$ cat src/hw/rtl/hec_pkg.sv
// hec_pkg: shared types and constants for the nand hamming ecc check core
// used by hec_accum, hec_classify, hec_check and nand_hamming_ecc_check_core
package hec_pkg;

    localparam int unsigned ECC_OUT_W  = 24;
    localparam int unsigned BYTE_OUT_W = 9;

    // column parity masks, in ecc bit order 5 down to 0
    localparam logic [7:0] MASK_0F = 8'h0f;
    localparam logic [7:0] MASK_F0 = 8'hf0;
    localparam logic [7:0] MASK_33 = 8'h33;
    localparam logic [7:0] MASK_CC = 8'hcc;
    localparam logic [7:0] MASK_55 = 8'h55;
    localparam logic [7:0] MASK_AA = 8'haa;

    typedef enum logic [1:0] {
        ST_CLEAN    = 2'd0,
        ST_ECC_ERR  = 2'd1,
        ST_DATA_FIX = 2'd2,
        ST_UNCORR   = 2'd3
    } t_status;

    typedef struct packed {
        logic [ECC_OUT_W-1:0]  ecc_code;
        logic [ECC_OUT_W-1:0]  syndrome;
        t_status               status;
        logic [BYTE_OUT_W-1:0] error_byte;
        logic [2:0]            error_bit;
        logic                  fix_in_range;
    } t_result;

endpackage

$ cat src/hw/rtl/nand_hamming_ecc_check_core.sv
// Streaming hamming ecc generator and checker for nand chunks of up to
// 2**LOG2_CHUNK_BYTES bytes. It takes one data byte per cycle unless the
// input stalls, each byte being one xor update of the column and line
// accumulators. A byte is held in the input register, then folded into the
// accumulators; on the byte marked last the inverted ecc, the syndrome and
// the error class land in the result register as that byte leaves the input
// register. Bytes without last give no result. The input side keeps
// taking bytes while a result waits, and stalls only when a last byte meets
// a result register that is still full. Reported error positions are never
// corrected here; the caller flips the bit.
// depends on hec_pkg, hec_accum, hec_classify
module nand_hamming_ecc_check_core #(
    parameter int unsigned LOG2_CHUNK_BYTES = 9
) (
    input  logic        i_clk,
    input  logic        i_rst_n,

    input  logic        i_in_valid,
    output logic        o_in_ready,
    input  logic        i_kind,
    input  logic [7:0]  i_data_byte,
    input  logic        i_last,
    input  logic [23:0] i_stored_ecc,

    output logic        o_out_valid,
    input  logic        i_out_ready,
    output logic [23:0] o_ecc_code,
    output logic [23:0] o_syndrome,
    output logic [1:0]  o_status,
    output logic [8:0]  o_error_byte,
    output logic [2:0]  o_error_bit,
    output logic        o_fix_in_range
);
    localparam int unsigned L       = LOG2_CHUNK_BYTES;
    localparam int unsigned EccBits = 2 * L + 6;

    logic        r_in_vld;
    logic        r_in_kind;
    logic [7:0]  r_in_data;
    logic        r_in_last;
    logic [23:0] r_in_stored;

    logic             r_out_vld;
    hec_pkg::t_result r_out;
    hec_pkg::t_result n_out;

    logic               out_free;
    logic               in_advance;
    logic               in_take;
    logic [EccBits-1:0] ecc;
    logic [L:0]         len;

    assign out_free   = ~r_out_vld | i_out_ready;
    assign in_advance = r_in_vld & (~r_in_last | out_free);
    assign o_in_ready = ~r_in_vld | in_advance;
    assign in_take    = i_in_valid & o_in_ready;

    hec_accum #(
        .LOG2_CHUNK_BYTES(LOG2_CHUNK_BYTES)
    ) u_accum (
        .i_clk      (i_clk),
        .i_rst_n    (i_rst_n),
        .i_step     (in_advance),
        .i_data_byte(r_in_data),
        .i_last     (r_in_last),
        .o_ecc      (ecc),
        .o_len      (len)
    );

    hec_classify #(
        .LOG2_CHUNK_BYTES(LOG2_CHUNK_BYTES)
    ) u_classify (
        .i_kind      (r_in_kind),
        .i_ecc       (ecc),
        .i_stored_ecc(r_in_stored),
        .i_len       (len),
        .o_result    (n_out)
    );

    always_ff @(posedge i_clk) begin
        if (!i_rst_n) begin
            r_in_vld <= 1'b0;
        end else if (o_in_ready) begin
            r_in_vld <= i_in_valid;
        end
    end

    always_ff @(posedge i_clk) begin
        if (in_take) begin
            r_in_kind   <= i_kind;
            r_in_data   <= i_data_byte;
            r_in_last   <= i_last;
            r_in_stored <= i_stored_ecc;
        end
    end

    always_ff @(posedge i_clk) begin
        if (!i_rst_n) begin
            r_out_vld <= 1'b0;
        end else if (in_advance && r_in_last) begin
            r_out_vld <= 1'b1;
        end else if (i_out_ready) begin
            r_out_vld <= 1'b0;
        end
    end

    always_ff @(posedge i_clk) begin
        if (in_advance && r_in_last) begin
            r_out <= n_out;
        end
    end

    assign o_out_valid    = r_out_vld;
    assign o_ecc_code     = r_out.ecc_code;
    assign o_syndrome     = r_out.syndrome;
    assign o_status       = r_out.status;
    assign o_error_byte   = r_out.error_byte;
    assign o_error_bit    = r_out.error_bit;
    assign o_fix_in_range = r_out.fix_in_range;

endmodule

$ cat src/hw/rtl/hec_accum.sv
// hec_accum: running column and line parity of a chunk, one byte a step
// forms the inverted ecc of the chunk up to and including the current byte
// depends on hec_pkg
module hec_accum #(
    parameter int unsigned LOG2_CHUNK_BYTES = 9
) (
    input  logic                            i_clk,
    input  logic                            i_rst_n,
    input  logic                            i_step,
    input  logic [7:0]                      i_data_byte,
    input  logic                            i_last,
    output logic [2*LOG2_CHUNK_BYTES+5:0]   o_ecc,
    output logic [LOG2_CHUNK_BYTES:0]       o_len
);
    localparam int unsigned L       = LOG2_CHUNK_BYTES;
    localparam int unsigned EccBits = 2 * L + 6;
    localparam logic [L:0]  ChunkLen = {1'b1, {L{1'b0}}};

    logic [7:0]   r_col,  n_col;
    logic [L-1:0] r_line, n_line;
    logic [L-1:0] r_bar,  n_bar;
    logic [L-1:0] r_idx,  n_idx;
    logic [L:0]   r_cnt,  n_cnt;
    logic         odd;
    logic [EccBits-1:0] raw;

    always_comb begin
        odd    = ^i_data_byte;
        n_col  = r_col ^ i_data_byte;
        n_line = odd ? (r_line ^ r_idx) : r_line;
        n_bar  = odd ? (r_bar ^ ~r_idx) : r_bar;
        n_idx  = r_idx + 1'b1;
        // count saturates at the chunk size so an overlong chunk is all in range
        n_cnt  = (r_cnt < ChunkLen) ? r_cnt + 1'b1 : r_cnt;

        for (int k = 0; k < int'(L); k++) begin
            raw[2*k+6] = n_line[k];
            raw[2*k+7] = n_bar[k];
        end
        raw[5] = ^(n_col & hec_pkg::MASK_0F);
        raw[4] = ^(n_col & hec_pkg::MASK_F0);
        raw[3] = ^(n_col & hec_pkg::MASK_33);
        raw[2] = ^(n_col & hec_pkg::MASK_CC);
        raw[1] = ^(n_col & hec_pkg::MASK_55);
        raw[0] = ^(n_col & hec_pkg::MASK_AA);

        o_ecc = ~raw;
        o_len = n_cnt;
    end

    always_ff @(posedge i_clk) begin
        if (!i_rst_n) begin
            r_col  <= '0;
            r_line <= '0;
            r_bar  <= '0;
            r_idx  <= '0;
            r_cnt  <= '0;
        end else if (i_step) begin
            if (i_last) begin
                r_col  <= '0;
                r_line <= '0;
                r_bar  <= '0;
                r_idx  <= '0;
                r_cnt  <= '0;
            end else begin
                r_col  <= n_col;
                r_line <= n_line;
                r_bar  <= n_bar;
                r_idx  <= n_idx;
                r_cnt  <= n_cnt;
            end
        end
    end

endmodule

$ cat src/hw/rtl/hec_classify.sv
// hec_classify: syndrome against the stored ecc and error classification
// depends on hec_pkg (t_result, t_status)
module hec_classify #(
    parameter int unsigned LOG2_CHUNK_BYTES = 9
) (
    input  logic                            i_kind,
    input  logic [2*LOG2_CHUNK_BYTES+5:0]   i_ecc,
    input  logic [hec_pkg::ECC_OUT_W-1:0]   i_stored_ecc,
    input  logic [LOG2_CHUNK_BYTES:0]       i_len,
    output hec_pkg::t_result                o_result
);
    localparam int unsigned L       = LOG2_CHUNK_BYTES;
    localparam int unsigned EccBits = 2 * L + 6;
    localparam int unsigned Pairs   = L + 3;

    logic [EccBits-1:0] stored_ext;
    logic [EccBits-1:0] syn;
    logic [hec_pkg::ECC_OUT_W-1:0] ecc_out;
    logic [hec_pkg::ECC_OUT_W-1:0] syn_out;
    logic [Pairs-1:0] pos;
    logic [L-1:0]     ebyte;
    logic [hec_pkg::BYTE_OUT_W-1:0] ebyte_out;
    logic             bad;
    logic             single;

    if (EccBits > hec_pkg::ECC_OUT_W) begin : g_wide
        assign stored_ext = {{(EccBits - hec_pkg::ECC_OUT_W){1'b0}}, i_stored_ecc};
        assign ecc_out    = i_ecc[hec_pkg::ECC_OUT_W-1:0];
        assign syn_out    = syn[hec_pkg::ECC_OUT_W-1:0];
    end else if (EccBits == hec_pkg::ECC_OUT_W) begin : g_exact
        assign stored_ext = i_stored_ecc;
        assign ecc_out    = i_ecc;
        assign syn_out    = syn;
    end else begin : g_narrow
        assign stored_ext = i_stored_ecc[EccBits-1:0];
        assign ecc_out    = {{(hec_pkg::ECC_OUT_W - EccBits){1'b0}}, i_ecc};
        assign syn_out    = {{(hec_pkg::ECC_OUT_W - EccBits){1'b0}}, syn};
    end

    assign ebyte = pos[Pairs-1:3];

    if (L >= hec_pkg::BYTE_OUT_W) begin : g_byte_trunc
        assign ebyte_out = ebyte[hec_pkg::BYTE_OUT_W-1:0];
    end else begin : g_byte_ext
        assign ebyte_out = {{(hec_pkg::BYTE_OUT_W - L){1'b0}}, ebyte};
    end

    always_comb begin
        syn    = i_kind ? (i_ecc ^ stored_ext) : '0;
        single = ((syn & (syn - 1'b1)) == '0);

        // each bit pair must read 01 or 10 for a correctable data bit
        bad = 1'b0;
        for (int i = 0; i < int'(Pairs); i++) begin
            pos[i] = ~syn[2*i+1] & syn[2*i];
            bad    = bad | ~(syn[2*i+1] ^ syn[2*i]);
        end

        o_result              = '0;
        o_result.ecc_code     = ecc_out;
        o_result.syndrome     = syn_out;
        if (syn == '0) begin
            o_result.status = hec_pkg::ST_CLEAN;
        end else if (single) begin
            o_result.status = hec_pkg::ST_ECC_ERR;
        end else if (bad) begin
            o_result.status = hec_pkg::ST_UNCORR;
        end else begin
            o_result.status       = hec_pkg::ST_DATA_FIX;
            o_result.error_byte   = ebyte_out;
            o_result.error_bit    = pos[2:0];
            o_result.fix_in_range = ({1'b0, ebyte} < i_len);
        end
    end

endmodule

$ cat config.mk
export PLATFORM = sky130hd
export DESIGN_NAME = nand_hamming_ecc_check_core
export DESIGN_NICKNAME = d
export VERILOG_FILES = /design/src/hw/rtl/hec_pkg.sv /design/src/hw/rtl/nand_hamming_ecc_check_core.sv /design/src/hw/rtl/hec_accum.sv /design/src/hw/rtl/hec_classify.sv
export SDC_FILE = /design/constraint.sdc
export NUM_CORES = 1
export LEC_CHECK = 0
export CAP_MARGIN = 20
export CORE_MARGIN = 2
export CORE_UTILIZATION = 60
export CTS_BUF_LIST = sky130_fd_sc_hd__clkbuf_4 sky130_fd_sc_hd__clkbuf_8
export DETAILED_ROUTE_END_ITERATION = 16
export DONT_BUFFER_PORTS = 1
export PLACE_DENSITY = 0.72
export REMOVE_ABC_BUFFERS = 1
export SLEW_MARGIN = 20
export SYNTH_ARGS = -nofsm -noshare
export SYNTH_HDL_FRONTEND = slang
export SYNTH_SLANG_ARGS = --single-unit
$ cat constraint.sdc
create_clock -name i_clk -period 13 [get_ports i_clk]
set_input_delay 0.65 -clock i_clk [delete_from_list [all_inputs] [get_ports i_clk]]
set_output_delay 0.65 -clock i_clk [all_outputs]
set_load 0.05 [all_outputs]
Yosys cells after proc, flatten, opt, wreduce, memory -nomap -nowiden
Index checks and enable logic that the tools add are counted.

cells by class
  mux-type cells = 13
  bitwise gates (word level) = 74
  add/subtract/negate cells = 3
  reductions and logical operators = 13
  magnitude comparators = 2

operators with widths
  operator                                                              count
  8-bit XOR reduction                                                   7
  24-bit logical NOT                                                    2
  9-bit 2-to-1 mux                                                      5
  1-bit NOT                                                             27
  24-bit AND                                                            1
  24-bit 2-to-1 mux                                                     1
  24-bit NOT                                                            1
  24-bit by 1-bit subtractor with 24-bit output, second input constant  1
  24-bit bitwise XOR                                                    1
  10-bit 2-to-1 mux                                                     2
  9-bit bitwise XOR                                                     2
  1-bit AND                                                             14
  1-bit bitwise OR                                                      14
  1-bit bitwise XOR                                                     12
  10-bit by 1-bit adder with 10-bit output, second input constant       1
  10-bit < comparator, second input constant                            1
  9-bit by 10-bit < comparator with 1-bit output                        1
  9-bit by 1-bit adder with 9-bit output, second input constant         1
  9-bit NOT                                                             1
  8-bit 2-to-1 mux                                                      1
  8-bit bitwise XOR                                                     1
  1-bit 2-to-1 mux                                                      4
  3-bit OR reduction                                                    1
  2-bit nonzero test                                                    1
  other kinds (2)                                                       2

word-level totals
  input bits = 38
  output and inout bits = 65
  register bits after elaboration = 144

Logic depth before layout (Yosys ltp)
  word-level depth = 21
  depth in mapped cells = 21
  gate-level depth less buffers = 18

Cells and area by module
From an unflattened synthesis, not the netlist that was laid out.

second synthesis, totals
  cell total of the unflattened synthesis = 710
  area total of the unflattened synthesis = 7447.1 sq um

by module, submodules not included
  module                       times used  area an instance (sq um)  cells an instance
  nand_hamming_ecc_check_core  1           3030.4                    109
  hec_accum                    1           2792.7                    367
  hec_classify                 1           1624.1                    234

Worst setup path before layout
No wires, ideal clock.

  path type = register to register
  start = register r_in_data[2]
  end = register r_out (netlist bit o_error_bit[2]) (data pin)
  clock period less this slack = 4861 ps
  slack = 8139 ps
  arrival time = 4609 ps
  buffers on the path = 3
  setup time = 253 ps
  required time = 12747 ps
  stages on the path, launching flop included = 21
  cells stage by stage = edfxtp_1 -> xnor2_1 -> xnor2_2 -> xnor2_1 -> buf_6 -> buf_2 -> nor4_1 -> a311oi_1 -> ha_1 -> nand2_1 -> o21ai_0 -> a21boi_0 -> o31ai_1 -> nor4_1 -> nor4_2 -> o2111ai_1 -> or3_1 -> a2111oi_4 -> a31oi_1 -> buf_6 -> and2_4

on the way
  longest elaborated chain between the ends = 19
  elaborated cells between the ends (all ways) = 52

ends and longest elaborated chain
  element                                        line                                source
  start: declaration                             nand_hamming_ecc_check_core.sv:39   logic [7:0] r_in_data;
  start signal: assignment                       nand_hamming_ecc_check_core.sv:91   r_in_data <= i_data_byte;
  8-bit bitwise XOR                              hec_accum.sv:29                     n_col = r_col ^ i_data_byte;
  8-bit XOR reduction, on equally long branches  hec_accum.sv:44, hec_accum.sv:43
  24-bit NOT *                                   hec_accum.sv:47                     o_ecc = ~raw;
  24-bit bitwise XOR *                           hec_classify.sv:49                  syn = i_kind ? (i_ecc ^ stored_ext) : '0;
  24-bit 2-to-1 mux *                            hec_classify.sv:49
  1-bit bitwise XOR                              hec_classify.sv:56                  bad = bad | ~(syn[2*i+1] ^ syn[2*i]);
  1-bit NOT                                      hec_classify.sv:56
  1-bit bitwise OR (11 in series)                hec_classify.sv:56
  3-bit OR reduction (no line)                   n/a
  end signal: assignment                         nand_hamming_ecc_check_core.sv:109  r_out <= n_out;
  end: declaration                               nand_hamming_ecc_check_core.sv:44   hec_pkg::t_result r_out;

Every way passes the cells marked *; elsewhere a longest branch is shown, timed or not.
A chain may end at the register's enable or synchronous reset.

Worst setup path after layout
  start = register r_in_data[6]
  end = register r_out (netlist bit o_error_bit[0]) (data pin)

Same word-level chain as after synthesis.

==> implementation parameters <==
Parameter                              Value

Outcome
  Outcome ... finished, final reports clean

Floorplanning
  Floorplan Core Area ... 12,700 sq um
  Die Height ... 119 microns
  Ports placed on the boundary ... 103
  Row count ... 41
  Initial Util ... 61.9%
  X dimension of the die ... 119 microns
  Die area ... 14,100 sq um

Clocking
  H-tree depth reported by CTS ... 4
  Number of clock sinks ... 144
  Resized cells post-CTS ... 0
  TritonCTS clock tree ... built
  Clock Root Buffer ... sky130_fd_sc_hd__clkbuf_8
  Maximum clock insertion buffer count ... 2
  Clock network latency to the later pin of the worst-skew pair ... 0.45 ns
  Setup Fix Bufs, Post-CTS ... 0
  Number of buffers created by CTS ... 17
  Clock-pin slew on the worst setup and hold paths ... 0.08 ns
  Hold Buf Count CTS ... 0

Route
  Wire per inst ... 19.5 microns
  Remaining DRCs ... 0
  Drt initial violations ... 447
  Number of optimization iterations in the first detailed-route pass ... 5
  Per-cell via count in the routed design ... 5.96
  Remaining number of nets flagged by the antenna check after routing ... 0
  Via count ... 5,489
  Final wirelength ... 17.9 mm

Finish
  Commonest non-fill, non-tap cells in the layout ... 97 x sky130_fd_sc_hd__edfxtp_1, 67 x sky130_fd_sc_hd__nand2_1, 50 x sky130_fd_sc_hd__o21ai_0
  Filler cell count ... 1,016
  Nets@finish ... 817
  Final core utilization ... 66.0%
  Most common cell after layout, fill and taps aside ... sky130_fd_sc_hd__edfxtp_1
  Diode insertion count for antenna repair ... 0
  Area Overhead vs Synth ... 6.64%
  Proportion of layout cells with a drive suffix above 1 ... 9.35%
  Final Non-Filler Cells ... 921

Setup path
  Launching instance or port of the critical path ... r_in_data[6]
  Critical Path End Type ... register
  Required @ worst endpoint ... 13.21 ns
  Crit path kind ... reg2reg
  Family of cells with the greatest summed delay on the critical path ... compound AO/OA/AOI/OAI gates
  Maximum cell stage delay along the critical path ... 0.84 ns
  Cell breakdown of the critical path ... xnor2_2 > xnor2_2 > xnor2_1 > buf_4 > nor2_1 > a311oi_1 > ha_1 > nand2_1 > o21ai_0 > a21boi_0 > o31ai_1 > nor4_1 > nor4_2 > o2111ai_1 > or3_1 > a2111oi_4 > a31oi_2 > and2_1
  Data arrival time of the worst path ... 5.90 ns
  CP dominant cell by count ... sky130_fd_sc_hd__xnor2_2
  Buffers plus inverters on the worst setup path ... 1
  Reg2reg start ... r_in_data[6]
  Max FO, Critical Path ... 22
  Sort of element at the start of the critical path ... register
  Cell with the largest stage delay on the worst path ... sky130_fd_sc_hd__a311oi_1

Placed design
  Final Wtd Congestion ... 0.936
  Number of placed cells counting well taps ... 888
  HPWL after detailed placement ... 12.8 mm
  Buffers on Ports ... 0
  Worst setup slack before clock tree synthesis ... 7.21 ns

Global routing
  Maximum number of pins on one net before global-route repair ... 66
  Antenna violations before repair ... 0
  Global-route congestion overflow total ... 0
  First-pass GRT wire length ... 28.1 mm
  Via count of the first global-routing pass ... 5,222
  Combined global-route utilization of all metal layers ... 25.9%

STA
  Final critical path time including I/O delays and setup ... 5.70 ns
  Endpoints failing setup ... 0
  Final period utilization ... 43.8%
  Slew @ Worst Pin ... 1.05 ns
  F_max ... 176 MHz
  Final count of pins violating max slew ... 0
  Rel. slew slack ... 28.7%
  Final Hold Vio Count ... 0
  Setup TNS ... 0 ns
  Post-route clock skew ... 0.0102 ns
  Worst Slack Setup Final ... 7.30 ns
  Worst hold slack ... 0.285 ns
  Unrepaired setup endpoints after global routing ... no

Logic synthesis
  Most frequently used flop master after synthesis ... sky130_fd_sc_hd__edfxtp_1
  Number of instances in the synthesized netlist ... 748
  Post-synthesis area per instance ... 10.5 sq um
  Number of enable flip-flop cells after synthesis ... 97
  Share of synthesized area occupied by flip-flops and latches ... 49.0%
  Number of register bits inferred by synthesis ... 144
  Synth Warn # ... 0
  Summed instance area of the synthesized netlist ... 7870 sq um
  Ys async rst share ... 0%
  Library cells used by synthesis ... 63

Worst hold path
  Startpoint of the lowest-slack hold path ... i_stored_ecc[19]
  Worst min-delay path category ... in2reg

Pwr
  Leakage power total ... 3.05 nW
  Peak supply drop ... 0.000118 V
  Pwr Density ... 138 nW/um^2

Flow run
  Number of max-cap violations ... 0
-- layout make-up --
cell class,instances,area [sq um],area share (%)
sequential,144,3850,45.9
multi-input combinational,534,3750,44.6
clock buffer,27,322,3.83
tap,172,215,2.56
inverter,32,120,1.43
timing repair buffer,7,80.1,0.954
clock inverter,5,58.8,0.700
-- cell families (layout without fill, tap and decap cells) --
kind of cell,Yosys count,in the layout,share of synthesized area (%)
buffers and inverters,70,71,3.75
AOI/OAI and AO/OA,133,133,11.0
adders and majority gates,43,43,6.83
xor gates and xnor gates,79,79,10.3
muxes,5,5,0.652
and+or+nand+nor,274,274,18.4
DFF,144,144,49.0
-- flip-flops by register name (all words and copies together), names as in the netlist, 8 cells and up --
register / count
u_accum.r_idx: 9
u_accum.r_col: 8
r_in_stored: 24
o_error_byte: 9
u_accum.r_cnt: 10
r_in_data: 8
o_syndrome: 24
u_accum.r_line: 9
o_ecc_code: 24
u_accum.r_bar: 9
-- power by group --
part / internal, mW / switching (mW) / total, mW
Combinational: 0.0961 / 0.160 / 0.256
Sequential: 0.517 / 0.0442 / 0.561
Clock: 0.178 / 0.160 / 0.338
-- per-layer routing --
metal / vias up / part of all wire [%] / GRT usage [%]
met2: 184 / 49 / 43.4
met1: 2663 / 44 / 32.9
li1: 2615 / - / -
met4: 0 / 2.1 / 10.1
met5: - / 0 / 0
met3: 27 / 5.0 / 5.41
-- worst paths after layout --
check | slack, ns | endpoint | cells past startpoint
worst min-delay path | 0.29 | r_in_stored[19] | 0
worst min register to register | 0.55 | u_accum.r_idx[8] | 2
worst max register to register | 7.30 | o_error_bit[0] | 18
worst max-delay path | 7.30 | o_error_bit[0] | 18
-- worst register-to-register path, stage by stage (launching register included) --
cell and delay [ns]:
sky130_fd_sc_hd__edfxtp_1 0.50, sky130_fd_sc_hd__xnor2_2 0.20, sky130_fd_sc_hd__xnor2_2 0.31, sky130_fd_sc_hd__xnor2_1 0.17, sky130_fd_sc_hd__buf_4 0.29, sky130_fd_sc_hd__nor2_1 0.12, sky130_fd_sc_hd__a311oi_1 0.84, sky130_fd_sc_hd__ha_1 0.32
sky130_fd_sc_hd__nand2_1 0.08, sky130_fd_sc_hd__o21ai_0 0.22, sky130_fd_sc_hd__a21boi_0 0.13, sky130_fd_sc_hd__o31ai_1 0.34, sky130_fd_sc_hd__nor4_1 0.11, sky130_fd_sc_hd__nor4_2 0.26, sky130_fd_sc_hd__o2111ai_1 0.14, sky130_fd_sc_hd__or3_1 0.43
sky130_fd_sc_hd__a2111oi_4 0.41, sky130_fd_sc_hd__a31oi_2 0.32, sky130_fd_sc_hd__and2_1 0.27
-- metrics by stage --
stage          power (mW)  area [sq um]
2_1_floorplan       0.750          7700
3_3_place_gp        0.822          7970
3_5_place_dp        0.823          7980
4_1_cts              1.16          8360
5_1_grt              1.21          8400
6_report             1.16          8400
-- cell usage after synthesis, drive strengths merged, types with 16 or more instances --
master,n,area [sq um]
nand3,19,95.1
xnor2,55,549
clkbuf,30,114
a21oi,22,110
o21ai,52,260
nor2b,16,100
nand2,68,258
xor2,20,175
dfxtp,47,941
and2,42,288
ha,43,538
edfxtp,97,2910
inv,31,116
nor2,49,184
Note: power is estimated with default switching activity, not from simulation.
